[src/design/rtlm_pkg.sv]
// Shared constants, codes and item types of the round trip latency monitor.
package rtlm_pkg;

   localparam int STAMP_DEPTH_DEF = 128;
   localparam int HIST_BINS_DEF   = 1024;

   // Depth of the queue between the front and the back part.
   localparam int QUEUE_DEPTH = 8;
   localparam int QCNT_W      = $clog2(QUEUE_DEPTH + 1);

   localparam int NS_W   = 30;
   localparam int SEQ_W  = 32;
   localparam int MAC_W  = 48;
   localparam int BIN_W  = 10;
   localparam int CNT_W  = 32;
   localparam int SUM_W  = 64;
   localparam int KIND_W = 2;

   localparam int CSR_AW = 2;
   localparam int CSR_DW = 48;

   localparam int REQ_TDATA_W = 152;
   localparam int RSP_TDATA_W = 256;

   localparam logic [NS_W-1:0]   LAT_MAX  = 30'd999999999;
   localparam logic signed [31:0] NS_PER_S = 32'sd1000000000;

   // Nanoseconds to microseconds: (lat * DIV_US_MULT) >> DIV_US_SHIFT is exact for 30-bit lat.
   localparam int              DIV_US_SHIFT = 40;
   localparam logic [30:0]     DIV_US_MULT  = 31'd1099511628;
   localparam int              US_W         = 20;

   localparam logic [KIND_W-1:0] REQ_SEND = 2'd0;
   localparam logic [KIND_W-1:0] REQ_RECV = 2'd1;
   localparam logic [KIND_W-1:0] REQ_READ = 2'd2;

   typedef enum logic [CSR_AW-1:0] {
      CSR_PEER_MAC    = 2'd0,
      CSR_HIST_ENABLE = 2'd1,
      CSR_MAX_COUNT   = 2'd2
   } csr_index_type;

   typedef struct packed {
      logic [MAC_W-1:0] peer_mac;
      logic             hist_enable;
      logic [CNT_W-1:0] max_count;
   } cfg_type;

   typedef struct packed {
      logic [KIND_W-1:0] kind;
      logic              ok;
      logic [NS_W-1:0]   tns;
      logic [NS_W-1:0]   hold;
      logic [BIN_W-1:0]  bin_index;
   } front_meta_type;

   typedef struct packed {
      front_meta_type  meta;
      logic [NS_W-1:0] stamp;
   } q_item_type;

endpackage

[src/design/rtlm_queue.sv]
// Short queue of classified items between the front and the back part.
module rtlm_queue
   import rtlm_pkg::*;
(
   input  logic              clock,
   input  logic              reset,
   input  logic              push,
   input  q_item_type        push_item,
   input  logic              pop,
   output q_item_type        head_item,
   output logic [QCNT_W-1:0] count
);

   localparam int QAW = $clog2(QUEUE_DEPTH);

   q_item_type        entry_ff [QUEUE_DEPTH];
   logic [QAW-1:0]    wr_ptr_ff;
   logic [QAW-1:0]    rd_ptr_ff;
   logic [QCNT_W-1:0] count_ff;

   always_ff @(posedge clock) begin
      if (reset) begin
         wr_ptr_ff <= '0;
         rd_ptr_ff <= '0;
         count_ff  <= '0;
      end else begin
         if (push) begin
            wr_ptr_ff <= wr_ptr_ff + QAW'(1);
         end
         if (pop) begin
            rd_ptr_ff <= rd_ptr_ff + QAW'(1);
         end
         if (push && !pop) begin
            count_ff <= count_ff + QCNT_W'(1);
         end else if (pop && !push) begin
            count_ff <= count_ff - QCNT_W'(1);
         end
      end
   end

   always_ff @(posedge clock) begin
      if (push) begin
         entry_ff[wr_ptr_ff] <= push_item;
      end
   end

   assign head_item = entry_ff[rd_ptr_ff];
   assign count     = count_ff;

endmodule

[config.mk]
export PLATFORM = sky130hd
export DESIGN_NAME = rtlm_queue
export DESIGN_NICKNAME = d
export VERILOG_FILES = /design/src/design/rtlm_pkg.sv /design/src/design/rtlm_queue.sv
export SDC_FILE = /design/constraint.sdc
export NUM_CORES = 1
export LEC_CHECK = 0
export CORE_ASPECT_RATIO = 0.8
export CORE_UTILIZATION = 41
export CTS_BUF_LIST = sky130_fd_sc_hd__clkbuf_8
export DETAILED_ROUTE_END_ITERATION = 6
export DONT_BUFFER_PORTS = 1
export GPL_ROUTABILITY_DRIVEN = 0
export GPL_TIMING_DRIVEN = 0
export SLEW_MARGIN = 20
export SYNTH_ARGS = -nofsm -noshare
export SYNTH_HDL_FRONTEND = slang
export SYNTH_SLANG_ARGS = --single-unit
[constraint.sdc]
create_clock -name clock -period 13.15 [get_ports clock]
set_input_delay 1.9725 -clock clock [delete_from_list [all_inputs] [get_ports clock]]
set_output_delay 1.9725 -clock clock [all_outputs]
set_load 0.005 [all_outputs]
---- Yosys cells after proc, flatten, opt, wreduce, memory -nomap -nowiden ----
Memories as Yosys holds them, arrays and structs flattened. A register that Yosys moved wholly into a read port is not among the register bits.
Index checks and enable logic that the tools add are counted.
storage, ports and cells
  input port bits ......................... 107
  register bits after elaboration ......... 10
  output and inout bits ................... 107
  RAM bits ................................ 824
  word-level logic and storage cells ...... 19
  memories kept ........................... 1
cells by class
  add/subtract/negate cells ............... 4
  reduce and logical (&&, ||, !) cells .... 5
  muxes and demuxes ....................... 6
memory list
  name      depth  width  rd ports  clocked after memory_dff  wr ports  line              RTL
  entry_ff  8      103    1         1                         1         rtlm_queue.sv:16  q_item_type entry_ff [QUEUE_DEPTH];
operators by type and width
  kind                                               number
  2-to-1 mux 4 bit                                   2
  adder 3 x 1 -> 3 bit (second input constant)       2
  2-to-1 mux 3 bit                                   2
  adder 4 x 1 -> 4 bit (second input constant)       1
  subtractor 4 x 1 -> 4 bit (second input constant)  1
  logical AND 1 bit                                  2
  logical NOT 1 bit                                  2
  2-to-1 mux 1 bit                                   2
  nonzero test 2 bit                                 1

---- Longest topological paths before layout ----
Gate-level depths: netlist of run 1.
  word-level depth ........................ 4
  depth in mapped cells ................... 8
  depth with buffers taken out ............ 8

---- Worst setup path before layout of run 1 ----
No wires, ideal clock.
  path kind ............................... input -> register
  from .................................... in push
  to ...................................... mem entry_ff[0][0] in the netlist's numbering (enable)
  path slack .............................. 3428 ps
  stages on the path ...................... 2
  buffers on the path ..................... 0
  arrival ................................. 9031 ps
  library setup time ...................... 691 ps
  path through ............................ nand2b_1 > nor3_1
on the way
  longest elaborated chain between the ends .. 2
RTL lines
  item                                    line              RTL
  start: declaration                      rtlm_queue.sv:7   input logic push,
  2-to-1 mux 1 bit                        rtlm_queue.sv:42  if (push) begin
  2-to-1 mux 1 bit (implied by the code)  rtlm_queue.sv:43  entry_ff[wr_ptr_ff] <= push_item;
  end: declaration                        rtlm_queue.sv:16
No other way between the ends.

==> results of run 1 <==
[cells in the mapped netlist, drive strengths merged]
cell type	count
edfxtp	824
mux4	206
mux2	104
buf	47
nor2	19
dfxtp	13
clkbuf	12
ha	5
nand2	4
mux2i	3
nand2b	3
xnor2	3
xor2	3
a21oi	2
inv	2
nor3	2
a211oi	1
a31oi	1
fa	1
nand3	1
nor2b	1
[layer usage]
metal / part of all wire, % / wire, um / vias to the layer above / GRT usage (%)
met3: 7.6 / 5100 / 101 / 5.96
met4: 1.9 / 1300 / 0 / 6.03
li1: - / - / 5829 / -
met1: 44 / 29600 / 7319 / 23.8
met2: 46 / 31100 / 361 / 26.0
met5: 0 / 0 / - / 0
[sequential cells by signal, summed over array words and instances (netlist names), named ones only]
signal and count:
wr_ptr_ff 3, count 4, entry_ff 824, rd_ptr_ff 3
[where the power goes]
part	leakage, nW	switching, mW	internal, mW
Clock	1.38	0.990	1.05
Combinational	2.67	0.213	0.231
Sequential	7.59	0.0167	3.01
Total	11.6	1.22	4.29
[final cells by class]
class | instances | area, um^2
well taps | 1023 | 1280
diodes | 1 | 2.50
clock buffers | 141 | 1940
inverters | 2 | 7.51
repair buffers | 70 | 1110
clock inverters | 94 | 489
flip-flops and latches | 837 | 25000
plain buffers | 59 | 482
fillers | 6284 | 40200
multi-input cells | 359 | 6420
[worst register-to-register path, delay by kind of cell, from the launching register on]
kind | cells | cell delay, ps
buf+inv | 7 | 1330
flops | 1 | 330
simple gates | 2 | 850
[stage by stage]
stage          cell area [um^2]  hold slack, ps  setup slack (ps)  power [mW]  cells
6_report                  36700             530              7830        5.51   2586
4_1_cts                   36700             542              7600        5.60   2585
3_3_place_gp              33100             508             -4960        3.53   2280
2_1_floorplan             31900             485              3430        3.40   1257
5_1_grt                   36700             559              7600        5.72   2585
3_5_place_dp              34300             530              8490        3.53   2350
[cells by family after synthesis]
logic type,Yosys count,synth area share (%)
XOR/XNOR,6,0.165
adder cells (fa/ha/maj),6,0.259
buffers and inverters,61,1.53
AO/OA/AOI/OAI,4,0.0747
AND/OR/NAND/NOR,30,0.397
multiplexers,313,19.1
flip-flops,837,78.5
[worst paths after layout]
| check | from | endpoint | slack [ps] | cells after the start |
|---|---|---|---|---|
| worst max-delay path | register | head_item[69] | 7830 | 5 |
| worst min-delay path | rd_ptr_ff[2] | rd_ptr_ff[2] | 530 | 2 |
| worst max register to register | wr_ptr_ff[2] | entry_ff[0][50] | 10330 | 9 |
| worst min register to register | rd_ptr_ff[2] | rd_ptr_ff[2] | 530 | 2 |
[cells in the final DEF, fill, tap and decap left out, drive strengths merged, types with 5 or more instances in the layout]
master	synthesis	layout
buf	47	117
clkbuf	12	153
clkinv	0	46
clkinvlp	0	5
dfxtp	13	13
edfxtp	824	824
ha	5	5
inv	2	42
mux2	104	104
mux4	206	206
nor2	19	19
==> out/summary.txt, run 1 <==
Outcome: completed
Port-buffer cells: 0
Crit end category: output port
Clock transition at path regs: 60 ps
Critical path type: reg -> out
Net count after synthesis: 1,370
Seq/Total Area, Yosys: 78.5%
Top-area cell type share of the netlist area: 77.7%
Max-cap violations: 0
Setup TNS: 0 ps
Die X: 314 um
Post-route ant nets: 0
Layout cells sized above 1: 38.4%
Hpwl dp: 42.8 mm
Synth Register Bits: 837
Finished Core Util: 47.7%
Final Hold Violating Endpoints: 0
CTS buffer count: 137
Nets@finish: 1,579
GRT Total Usage: 17.4%
Mapped Avg Cell Area: 25.3 um^2
Worst endpoint required time: 11,180 ps
Final count of pins violating max slew: 0
Leading area contributor after synthesis: edfxtp_1
Pwr dens: 150 nW/um^2
Clock sink count: 837
Via count: 13,600
Die area: 78,800 um^2
Initial DRC count: 1,030
Rows: 91
Synth Cell Area: 31,900 um^2
WP data arrival: 3350 ps
Pleak: 11.6 nW
Top cells by area, synth: edfxtp_1, mux4_2, mux2_4, mux2_2, dfxtp_1
IO Count: 214
RSZ-0062 raised after global routing: false
Most frequent CP cell: buf_2
Wirelength, routed: 67.1 mm
Peak VDD IR: 0.0957 mV
Pin count of the biggest net entering global routing: 21
CTS root buffer: clkbuf_8
Skew-Pair Late Insertion Delay: 780 ps
GRT overflow: 0
Longest Clk Path Bufs: 3
Cell family with most CP delay: buffers and inverters
HP Class: reg -> reg
Clock Skew: 30.7 ps
Post-Syn Instances: 1,257
TritonRoute pass-1 iters: 5
Core footprint: 77,000 um^2
Critical path startpoint category: register
Tmin final: 5320 ps
Final setup viols: 0
Initial antenna violation count: 1
Crit path cell chain: clkbuf_1 -> buf_2 -> buf_2 -> mux4_2 -> mux2_2
Relative slew slack: 25.4%
Crit path buffers/inverters: 3
Number of global-route vias before repair: 14,700
Post-synth cell types: 26
Post-cts repair resize count: 0
Postcts setup bufs: 0
DRC Markers: 0
Period utilisation layout: 40.5%
Area Growth Syn to Fin: 15.3%
Wirelength per Cell: 25.9 um
Max H-tree Level: 4
Slowest cell on crit path: clkbuf_1
Die height: 251 um
Worst Tran Pin Value: 1120 ps
Global-route wire length before repair: 98.1 mm
CTS tree: done
Initial Utilization: 41.4%
Via-per-instance ratio: 5.26
# hold bufs at CTS: 0
CP Max Fanout: 10
YS warnings: 0
F_max: 188 MHz
Max stage delay on crit path: 570 ps
Power figures use the tool's default switching activity.
==> inputs of run 2 (changes only) <==
Clock period 13.15 ns to 4.8 ns, I/O delays scaled along.
==> out/summary.txt, run 2 (synthesized netlist as in run 1, its figures left out) <==
DRC Markers: 0
Wirelength per Cell: 25.5 um
Clock sink count: 837
Via count: 14,100
Max-cap violations: 0
CTS tree: done
Die X: 314 um
RSZ-0062 raised after global routing: false
GRT overflow: 0
Placed Area: 34,500 um^2
Max FFs per register: 824
Wirelength, routed: 68.4 mm
WP data arrival: 3620 ps
Biggest register: entry_ff
Post-route ant nets: 0
Initial antenna violation count: 7
Setup TNS: 0 ps
R2r startpoint: wr_ptr_ff[2]
TritonRoute pass-1 iters: 5
Pleak: 12.1 nW
Final Hold Violating Endpoints: 0
Final setup viols: 0
CTS root buffer: clkbuf_8
IO Count: 214
Postcts setup bufs: 0
Post-route cell area: 38,000 um^2
Hpwl dp: 42.8 mm
Outcome: completed
Most frequent cells in the layout: edfxtp_1, mux4_2, clkbuf_8, dlygate4sd3_1, mux2_4
Max stage delay on crit path: 790 ps
Pin count of the biggest net entering global routing: 20
Clock Skew: 41.6 ps
Hold slack: 92.8 ps
Area Growth Syn to Fin: 19.4%
Die area: 78,800 um^2
Critical path startpoint category: register
Nets@finish: 1,669
CTS buffer count: 132
Tmin final: 4340 ps
Most frequent CP cell: buf_2
Hold path startpoint: pop
Crit path cell chain: clkbuf_1 -> buf_2 -> buf_2 -> mux4_2 -> mux2_2
F_max: 230 MHz
GRT Total Usage: 17.8%
Final count of pins violating max slew: 0
Via-per-instance ratio: 5.24
Die height: 251 um
Max H-tree Level: 4
Longest Clk Path Bufs: 3
Period utilisation layout: 90.5%
Skew-Pair Late Insertion Delay: 790 ps
Initial DRC count: 859
Global-route wire length before repair: 99.9 mm
Post-cts repair resize count: 0
Critical path type: reg -> out
Worst Tran Pin Value: 1090 ps
Peak VDD IR: 0.218 mV
Clock transition at path regs: 70 ps
Relative slew slack: 27.1%
Port-buffer cells: 0
Number of global-route vias before repair: 15,200
Layout cells sized above 1: 35.9%
Crit path buffers/inverters: 3
CP Max Fanout: 10
Fillers: 6,169
HP Class: in -> reg
Crit end category: output port
Cell family with most CP delay: buffers and inverters
# hold bufs at CTS: 104
Rows: 91
Commonest non-fill, non-tap cell in the layout: edfxtp_1
Initial Utilization: 41.4%
Worst endpoint required time: 4080 ps
Core footprint: 77,000 um^2
Pwr dens: 404 nW/um^2
Slowest cell on crit path: clkbuf_1
==> run 2: cell count changes in the layout (fill, tap and decap cells not counted), moves of 5 or more <==
cell / previous run / this run
buf_16: 14 / 23
buf_4: 27 / 0
buf_8: 2 / 16
clkbuf_8: 141 / 136
dlygate4sd3_1: 0 / 104
inv_1: 39 / 32
==> run 2: final timing paths <==
path | end | slack (ps) | cells after the start
min | rd_ptr_ff[0] | 90 | 2
max reg2reg | entry_ff[0][53] | 2230 | 6
min reg2reg | register | 540 | 2
max | head_item[68] | 460 | 5
==> run 2: area by class of cell <==
cell class | instances | area (um^2) | area share (%)
sequential | 837 | 25000 | 65.7
multi-input combinational | 359 | 6430 | 16.9
timing repair buffer | 165 | 2320 | 6.11
clock buffer | 136 | 1870 | 4.92
tap | 1023 | 1280 | 3.37
clock inverter | 100 | 618 | 1.63
buffer | 59 | 483 | 1.27
antenna | 5 | 12.5 | 0.0329
inverter | 2 | 7.51 | 0.0197
==> run 2: where the power goes <==
part	switching, mW	total (mW)	internal (mW)	leakage (nW)
clock network	2.78	5.72	2.94	1.38
registers	0.0469	8.27	8.23	7.59
logic	0.684	1.39	0.706	3.13
==> run 2: through the flow <==
stage / utilization [%] / cells / power, mW / setup WS (ps)
floorplan: - / 1257 / 9.32 / -903
global placement: 43.1 / 2280 / 9.66 / -6310
detailed placement: 44.8 / 2341 / 9.71 / 1180
CTS: 49.4 / 2681 / 15.6 / 262
global route: 49.4 / 2684 / 16.0 / 225
finish: 49.4 / 2686 / 15.4 / 456
==> run 2: per-layer routing <==
metal / routed length (um) / part of all wire [%] / global-route usage [%]
met2: 32600 / 48 / 27.5
met5: 13 / 0.019 / 0
met3: 3990 / 5.8 / 4.84
met4: 1470 / 2.2 / 6.13
met1: 30300 / 44 / 24.2
