$ cat src/design/rtlm_pkg.sv
// Shared constants, codes and item types of the round trip latency monitor.
package rtlm_pkg;

   localparam int STAMP_DEPTH_DEF = 128;
   localparam int HIST_BINS_DEF   = 1024;

   // Depth of the queue between the front and the back part.
   localparam int QUEUE_DEPTH = 8;
   localparam int QCNT_W      = $clog2(QUEUE_DEPTH + 1);

   localparam int NS_W   = 30;
   localparam int SEQ_W  = 32;
   localparam int MAC_W  = 48;
   localparam int BIN_W  = 10;
   localparam int CNT_W  = 32;
   localparam int SUM_W  = 64;
   localparam int KIND_W = 2;

   localparam int CSR_AW = 2;
   localparam int CSR_DW = 48;

   localparam int REQ_TDATA_W = 152;
   localparam int RSP_TDATA_W = 256;

   localparam logic [NS_W-1:0]   LAT_MAX  = 30'd999999999;
   localparam logic signed [31:0] NS_PER_S = 32'sd1000000000;

   // Nanoseconds to microseconds: (lat * DIV_US_MULT) >> DIV_US_SHIFT is exact for 30-bit lat.
   localparam int              DIV_US_SHIFT = 40;
   localparam logic [30:0]     DIV_US_MULT  = 31'd1099511628;
   localparam int              US_W         = 20;

   localparam logic [KIND_W-1:0] REQ_SEND = 2'd0;
   localparam logic [KIND_W-1:0] REQ_RECV = 2'd1;
   localparam logic [KIND_W-1:0] REQ_READ = 2'd2;

   typedef enum logic [CSR_AW-1:0] {
      CSR_PEER_MAC    = 2'd0,
      CSR_HIST_ENABLE = 2'd1,
      CSR_MAX_COUNT   = 2'd2
   } csr_index_type;

   typedef struct packed {
      logic [MAC_W-1:0] peer_mac;
      logic             hist_enable;
      logic [CNT_W-1:0] max_count;
   } cfg_type;

   typedef struct packed {
      logic [KIND_W-1:0] kind;
      logic              ok;
      logic [NS_W-1:0]   tns;
      logic [NS_W-1:0]   hold;
      logic [BIN_W-1:0]  bin_index;
   } front_meta_type;

   typedef struct packed {
      front_meta_type  meta;
      logic [NS_W-1:0] stamp;
   } q_item_type;

endpackage

$ cat src/design/rtlm_ram.sv
// Generic single write port, single read port RAM with registered read data.
module rtlm_ram #(
   parameter int WIDTH = 32,
   parameter int DEPTH = 128
) (
   input  logic                     clock,
   input  logic                     wr_en,
   input  logic [$clog2(DEPTH)-1:0] wr_addr,
   input  logic [WIDTH-1:0]         wr_data,
   input  logic                     rd_en,
   input  logic [$clog2(DEPTH)-1:0] rd_addr,
   output logic [WIDTH-1:0]         rd_data_ff
);

   logic [WIDTH-1:0] mem_ff [DEPTH];

   // A read at the address being written returns the old content.
   always_ff @(posedge clock) begin
      if (wr_en) begin
         mem_ff[wr_addr] <= wr_data;
      end
      if (rd_en) begin
         rd_data_ff <= mem_ff[rd_addr];
      end
   end

endmodule

$ cat src/design/rtlm_front.sv
// Front part: accepts items, checks the peer, finds the stamp slot and keeps the stamp table.
module rtlm_front
   import rtlm_pkg::*;
#(
   parameter int STAMP_DEPTH = STAMP_DEPTH_DEF
) (
   input  logic                   clock,
   input  logic                   reset,
   input  cfg_type                cfg,
   input  logic                   back_clearing,
   input  logic [QCNT_W-1:0]      q_count,
   input  logic                   req_tvalid,
   output logic                   req_tready,
   input  logic [REQ_TDATA_W-1:0] req_tdata,
   input  logic [KIND_W-1:0]      req_tuser,
   output logic                   push,
   output q_item_type             push_item
);

   localparam int SAW   = $clog2(STAMP_DEPTH);
   localparam int MOD_K = 29 + SAW;
   localparam logic [28:0] MOD_C = 29'(64'd65536 % STAMP_DEPTH);
   localparam logic [30:0] MOD_M = 31'(((64'd1 << MOD_K) + STAMP_DEPTH - 1) / STAMP_DEPTH);
   localparam logic [28:0] MOD_D = 29'(STAMP_DEPTH);

   logic [SEQ_W-1:0] in_seq;
   logic [MAC_W-1:0] in_mac;
   logic             in_tag;
   front_meta_type   in_meta;
   logic [28:0]      x_in;
   logic             accept;
   logic [QCNT_W:0]  occupancy;

   logic             f1_valid_ff;
   logic [28:0]      f1_x_ff;
   front_meta_type   f1_meta_ff;
   logic [59:0]      f1_prod;

   logic             f2_valid_ff;
   logic [28:0]      f2_x_ff;
   logic [28:0]      f2_q_ff;
   front_meta_type   f2_meta_ff;
   logic [28:0]      f2_rem;
   logic [SAW-1:0]   f2_slot;

   logic             f3_valid_ff;
   front_meta_type   f3_meta_ff;

   logic             clr_active_ff;
   logic [SAW-1:0]   clr_addr_ff;

   logic             stamp_we;
   logic [SAW-1:0]   stamp_waddr;
   logic [NS_W-1:0]  stamp_wdata;
   logic [NS_W-1:0]  stamp_rdata;

   assign in_seq            = req_tdata[31:0];
   assign in_meta.tns       = req_tdata[61:32];
   assign in_mac            = req_tdata[109:62];
   assign in_meta.hold      = req_tdata[139:110];
   assign in_tag            = req_tdata[140];
   assign in_meta.bin_index = req_tdata[150:141];
   assign in_meta.kind      = req_tuser;
   assign in_meta.ok        = (in_mac == cfg.peer_mac) && in_tag;

   // Every item in the front pipeline has a queue place reserved for it.
   assign occupancy = (QCNT_W+1)'(q_count) + (QCNT_W+1)'(f1_valid_ff)
                    + (QCNT_W+1)'(f2_valid_ff) + (QCNT_W+1)'(f3_valid_ff);
   assign req_tready = !clr_active_ff && !back_clearing
                     && (occupancy < (QCNT_W+1)'(QUEUE_DEPTH));
   assign accept = req_tvalid && req_tready;

   // seq mod depth: fold the upper half in, then divide by reciprocal multiplication.
   assign x_in    = 29'(in_seq[31:16]) * MOD_C + 29'(in_seq[15:0]);
   assign f1_prod = 60'(f1_x_ff) * 60'(MOD_M);
   assign f2_rem  = f2_x_ff - 29'(f2_q_ff * MOD_D);
   assign f2_slot = f2_rem[SAW-1:0];

   always_ff @(posedge clock) begin
      if (reset) begin
         f1_valid_ff   <= 1'b0;
         f2_valid_ff   <= 1'b0;
         f3_valid_ff   <= 1'b0;
         clr_active_ff <= 1'b1;
         clr_addr_ff   <= '0;
      end else begin
         f1_valid_ff <= accept;
         f2_valid_ff <= f1_valid_ff;
         f3_valid_ff <= f2_valid_ff;
         if (clr_active_ff) begin
            clr_addr_ff <= clr_addr_ff + SAW'(1);
            if (clr_addr_ff == SAW'(STAMP_DEPTH - 1)) begin
               clr_active_ff <= 1'b0;
            end
         end
      end
   end

   always_ff @(posedge clock) begin
      f1_x_ff    <= x_in;
      f1_meta_ff <= in_meta;
      f2_x_ff    <= f1_x_ff;
      f2_q_ff    <= 29'(f1_prod >> MOD_K);
      f2_meta_ff <= f1_meta_ff;
      f3_meta_ff <= f2_meta_ff;
   end

   always_comb begin
      if (clr_active_ff) begin
         stamp_we    = 1'b1;
         stamp_waddr = clr_addr_ff;
         stamp_wdata = '0;
      end else begin
         stamp_we    = f2_valid_ff && (f2_meta_ff.kind == REQ_SEND);
         stamp_waddr = f2_slot;
         stamp_wdata = f2_meta_ff.tns;
      end
   end

   rtlm_ram #(
      .WIDTH (NS_W),
      .DEPTH (STAMP_DEPTH)
   ) u_stamp_ram (
      .clock      (clock),
      .wr_en      (stamp_we),
      .wr_addr    (stamp_waddr),
      .wr_data    (stamp_wdata),
      .rd_en      (f2_valid_ff),
      .rd_addr    (f2_slot),
      .rd_data_ff (stamp_rdata)
   );

   assign push            = f3_valid_ff;
   assign push_item.meta  = f3_meta_ff;
   assign push_item.stamp = stamp_rdata;

endmodule

$ cat config.mk
export PLATFORM = sky130hd
export DESIGN_NAME = rtlm_front
export DESIGN_NICKNAME = d
export VERILOG_FILES = /design/src/design/rtlm_pkg.sv /design/src/design/rtlm_ram.sv /design/src/design/rtlm_front.sv
export SDC_FILE = /design/constraint.sdc
export NUM_CORES = 2
export LEC_CHECK = 0
export CORE_ASPECT_RATIO = 1.25
export CORE_MARGIN = 2
export CORE_UTILIZATION = 30
export CTS_CLUSTER_SIZE = 10
export DETAILED_ROUTE_END_ITERATION = 16
export DONT_BUFFER_PORTS = 1
export GPL_TIMING_DRIVEN = 0
export PLACE_DENSITY = 0.47
export SLEW_MARGIN = 25
export SYNTH_ARGS = -nofsm -noshare
export SYNTH_HDL_FRONTEND = slang
export SYNTH_SLANG_ARGS = --single-unit
$ cat constraint.sdc
create_clock -name clock -period 8.3 [get_ports clock]
set_input_delay 0.83 -clock clock [delete_from_list [all_inputs] [get_ports clock]]
set_output_delay 0.83 -clock clock [all_outputs]
set_load 0.01 [all_outputs]
== Word-level counts from Yosys, hierarchy flattened ==
Memories as Yosys holds them, arrays and structs flattened. A register that Yosys moved wholly into a read port is not among the register bits.
Index checks and enable logic that the tools add are counted.

* Register bits: 244
* Bits in latches: 0
* Memory bits (writable): 3840
* Memory bits (read-only): 0
* Input port bits: 243
* Word-level logic and storage cells: 46
* Memories kept: 1

* Add/subtract/negate cells: 5
* Multiply operators: 0
* Div/mod/pow operators: 0
* Order comparisons: 1
* Equal/unequal tests: 2
* Shift-type cells: 0
* Mux-type cells: 7
* Bitwise gates (word level): 0
* Reduce and logical (&&, ||, !) cells: 8

{| class="wikitable"
|+ Memories
! memory !! depth !! bits a word !! read ports !! clocked after Yosys merged registers in !! wr ports !! RTL line !! RTL
|-
| u_stamp_ram.mem_ff || 128 || 30 || 1 || 1 || 1 || rtlm_ram.sv:15 || <nowiki>logic [WIDTH-1:0] mem_ff [DEPTH];</nowiki>
|}

{| class="wikitable"
|+ Operators by type and width
! cell !! count
|-
| equality test 48 bit || 1
|-
| 2-to-1 mux 30 bit || 1
|-
| adder 5 x 1 -> 5 bit || 2
|-
| adder 7 x 1 -> 7 bit (second input constant) || 1
|-
| equality test 7 bit (second input constant) || 1
|-
| 2-to-1 mux 7 bit || 1
|-
| subtractor 7 x 1 -> 7 bit (second input constant) || 1
|-
| adder 4 x 1 -> 5 bit || 1
|-
| logical AND 1 bit || 5
|-
| less-than comparator 5 x 4 -> 1 bit (second input constant) || 1
|-
| 2-to-1 mux 1 bit || 5
|-
| logical NOT 1 bit || 2
|-
| logical NOT 2 bit || 1
|}

== Longest topological paths before layout ==
* Word-level depth: 6
* Depth in mapped cells: 9
* Depth with buffers taken out: 6

== By module ==
From an unflattened synthesis, not the netlist that was laid out.

* Cells, all modules: 6017
* Area, all modules: 152801.5 µm²

{| class="wikitable"
|+ By module, submodules not included
! module !! instances !! cells an instance !! area each (µm²)
|-
| rtlm_ram || 1 || 5628 || 146842.1
|-
| rtlm_front || 1 || 389 || 5959.5
|}

== Worst setup path before layout ==
OpenSTA, ideal clock, no wires.

* Path kind: register -> register
* Start point: reg clr_active_ff
* End point: mem u_stamp_ram.mem_ff[0][20] (netlist name) (data pin)
* Arrival: 4.227 ns
* Required time: 7.468 ns
* Slack: 3.240 ns
* Cell stages (with the launch flop): 6
* Period minus slack after synthesis: 5.060 ns
* Cell sequence: dfxtp_1 > clkbuf_1 > clkbuf_1 > buf_1 > clkbuf_1 > nor2b_1

* Longest elaborated chain between the ends: 1

{| class="wikitable"
|+ Ends and longest elaborated chain
! what !! RTL line !! RTL
|-
| from (decl) || rtlm_front.sv:49 || <nowiki>logic clr_active_ff;</nowiki>
|-
| from (signal assigned) || rtlm_front.sv:84 || <nowiki>clr_active_ff <= 1'b1;</nowiki>
|-
| from (signal assigned) || rtlm_front.sv:93 || <nowiki>clr_active_ff <= 1'b0;</nowiki>
|-
| 2-to-1 mux 30 bit || rtlm_front.sv:109 || <nowiki>if (clr_active_ff) begin</nowiki>
|-
| net stamp_wdata[20] || rtlm_front.sv:54 || <nowiki>logic [NS_W-1:0] stamp_wdata;</nowiki>
|-
| to (decl) || rtlm_ram.sv:15 ||
|}

The timed path passes the listed nets, and every way through them passes these cells.

== Worst setup path in the final report ==
* Start point: reg f2_x_ff[2]
* End point: mem u_stamp_ram.mem_ff[127][11] (netlist name), enable pin

* Longest elaborated chain between the ends: 2

{| class="wikitable"
|+ Ends and longest elaborated chain
! what !! RTL line !! RTL
|-
| from (decl) || rtlm_front.sv:40 || <nowiki>logic [28:0] f2_x_ff;</nowiki>
|-
| from (signal assigned) || rtlm_front.sv:102 || <nowiki>f2_x_ff <= f1_x_ff;</nowiki>
|-
| subtractor 7 x 1 -> 7 bit || rtlm_front.sv:76 || <nowiki>assign f2_rem = f2_x_ff - 29'(f2_q_ff * MOD_D);</nowiki>
|-
| 2-to-1 mux 7 bit || rtlm_front.sv:109 ||
|}

No other way between the ends.

==> metrics.cfg <==
[worst_setup_path]
r2r-start = f2_x_ff[2]
rr_endpoint = u_stamp_ram.mem_ff[127][11]
path_cells = buf_2, buf_2, buf_2, clkbuf_1, inv_1, o21ai_0, nand3_1, clkbuf_2, nor2_4, buf_16
slowest_stage = nor2_4
critPathLaunchType = flop
crit_required_ps = 8970
worst-r2r-cell-count = 10
path_common_cell = buf_2
critical_path_class = reg2reg
crit_fanout = 17
cp-end-kind = flop
r2r_slack_ps = 2550
slowest_delay_ps = 820
arrival_ps = 6420

[routing]
drt-initial-drc-count = 7192
viasPerCell = 4.97
wire_per_inst_microns = 31.9
vias = 68900
routed_wl_microns = 442000
ant_nets = 0
dr.pass1.iters = 6
drc = 0

[sta]
period_share_pct = 69.2
fmax_ghz = 0.174
slew_headroom_pct = 27.1
setup_violations = 0
finalSetupTns_ps = 0
fin_ws_ps = 2550
skew_ps = 89.8
timing_hold_violations_final = 0
fin_crit_ps = 5750
rsz0062_at_grt = false
drv_slew = 0
worst_slew_pin_slew_ps = 1090

[grt]
grt_use_total_pct = 16.9
grt_overflow = 0
grt_pass1_vias = 72600
grt_max_degree = 37
antenna_found_initial = 50
grt_pass1_wl_microns = 606000

[placement]
placed_area_sq_um = 170000
dp_slack_ps = 2610
place_hpwl_microns = 315000
port_buffers = 0
place.gp.congestion = 0.802

[worst_hold_path]
min_to = push_item[40]
hp-start = f2_meta_ff[10]
hold_path_class = reg2reg
whs_path_depth = 0

[floorplanning]
start_util_pct = 30.1
io_pins = 348
core_sq_um = 508000
die_h_microns = 802
placementRows = 293
fp.dieArea_sq_um = 515000
dieWidth_microns = 643

[clock_network]
post-cts-setup-buffers = 0
cts.sinks = 4114
clk_pin_slew_ps = 50
cts_buffer_depth = 4
h-tree-depth = 5
cts_tree = done
cts_inserted_buffers = 461
cts_root_buf = clkbuf_16
worstSkewPairLatency_ps = 1050

[power_and_ir_drop]
p_leak_uw = 0.0515
peakVddDrop_v = 0.000218
power_density_nw_per_um2 = 231

[synth]
yosysWarnings = 0
synthCells = 6033
synth_fp_nets = 6279
synth_area_per_cell_sq_um = 25.3
synthesis.area_sq_um = 153000
ys_types = 37
ys_ff_latch = 4114
synth-seq-area-share_pct = 79.2

[final_layout]
final_nets = 7142
nFillCells = 46100
multi_input_area_sq_um = 31600
drive_above_1_share_pct = 34.6
design_area_sq_um = 184000
finalCoreUtilization_pct = 36.1
seqCellArea_sq_um = 121000
area_growth_pct = 20.1

[run]
cap_violations = 0

[status]
status = complete, no violations

[routing by layer]
metal | track usage, % | part of all wire (%)
met5 | 0 | 0.018
met4 | 4.30 | 2.5
met3 | 2.76 | 5.4
met2 | 29.7 | 52
met1 | 21.7 | 41
[layout by cell type (no fill, tap or decap), drive strengths merged, types with 5 or more instances in the layout]
master and count:
buf 428, clkbuf 775, clkinv 35, dfxtp 244, diode 13, dlygate4sd3 85, edfxtp 3870, inv 18
mux2 32, mux4 1260, nand2 30, nand2b 5, nand3 16, nand4 8, nor2 137, nor2b 33
nor4 7, o21ai 5, o32ai 5, xnor2 26, xor2 23
[repair_timing]
| action | 4_1_cts | 5_1_grt |
|---|---|---|
| hold endpoints to repair | 81 | 0 |
| gates resized for setup | 0 | 0 |
| hold buffers | 85 | 0 |
[metrics by stage]
stage | power, uW | std cells | hold slack, ps
final | 42400 | 13900 | 315
after global placement | 24700 | 12800 | 310
after detailed placement | 24700 | 13100 | 312
after global routing | 43700 | 13900 | 273
after floorplan | 23900 | 6033 | 310
after CTS | 42900 | 13900 | 216
[layout make-up]
class	instances	area share, %
Sequential cell	4114	65.9
Multi-Input combinational cell	1608	17.2
Clock buffer	586	6.59
Tap cell	6785	4.62
Timing Repair Buffer	400	4.46
Buffer	302	0.774
Clock inverter	48	0.364
Inverter	9	0.0184
Antenna cell	13	0.0177
[state kept, by name, summed over array words and instances (netlist names), 7 cells and up]
register / cells
clr_addr_ff: 7
f1_meta_ff: 73
f1_x_ff: 7
f2_meta_ff: 73
f2_x_ff: 7
push_item: 73
u_stamp_ram.mem_ff: 3840
u_stamp_ram.rd_data_ff: 30
[kinds of logic after synthesis]
group,count (synthesis),share of synthesized area [%]
AOI/OAI and AO/OA,22,0.103
xor gates and xnor gates,49,0.281
adders and majority gates,3,0.0295
buffers and inverters,311,0.879
DFF,4114,79.2
muxes,1294,18.8
and+or+nand+nor,240,0.697
[critical path: cells and delay by family, from the launching register on]
| kind | cells | cell delay, ps |
|---|---|---|
| buf+inv | 7 | 3110 |
| simple gates | 2 | 1320 |
| compound gates | 1 | 440 |
| flops | 1 | 410 |
[how the worst max path moves through the flow]
stage                                        endpoint           from  cells after the start
after floorplan             u_stamp_ram.mem_ff[0][20]  clr_active_ff                      5
after global placement      u_stamp_ram.mem_ff[16][7]  clr_active_ff                      5
after detailed placement    u_stamp_ram.mem_ff[54][9]     f2_x_ff[2]                     10
after CTS                  u_stamp_ram.mem_ff[70][26]     f2_x_ff[2]                     10
after global routing       u_stamp_ram.mem_ff[71][26]     f2_x_ff[2]                     10
final                     u_stamp_ram.mem_ff[127][11]     f2_x_ff[2]                     10
[cells in the mapped netlist]
cell	number	share of area [%]
clkbuf_1	186	0.46
o32ai_1	5	0.029
a21o_1	2	0.0098
dfxtp_1	244	3.2
nor2b_1	33	0.14
inv_2	1	0.0025
a2111oi_0	1	0.0057
o2bb2ai_1	1	0.0057
nand3_1	16	0.052
edfxtp_1	3870	76
o22ai_1	2	0.0082
inv_1	8	0.020
nand2_1	30	0.074
mux2_2	32	0.24
nand2b_1	5	0.020
buf_1	15	0.037
or3_1	1	0.0041
mux2i_1	2	0.013
xnor2_1	26	0.15
and3b_1	1	0.0057
ha_1	2	0.016
a21oi_1	2	0.0065
a31o_2	1	0.0057
nand4_1	8	0.033
o21ai_0	5	0.016
nor2_1	137	0.34
fa_1	1	0.013
nand3b_1	1	0.0049
buf_2	93	0.30
o31ai_1	1	0.0049
a221oi_1	1	0.0057
mux4_2	1260	19
o2111ai_1	1	0.0057
nor4_1	7	0.029
xor2_1	23	0.13
nor3_1	1	0.0033
buf_6	8	0.059
[power breakdown]
part           switching (uW)  internal [uW]
combinational            1060            702
clock                    7960          10100
sequential               50.4          22500
total                    9080          33300
No activity file was read; power rests on OpenSTA's default activity.
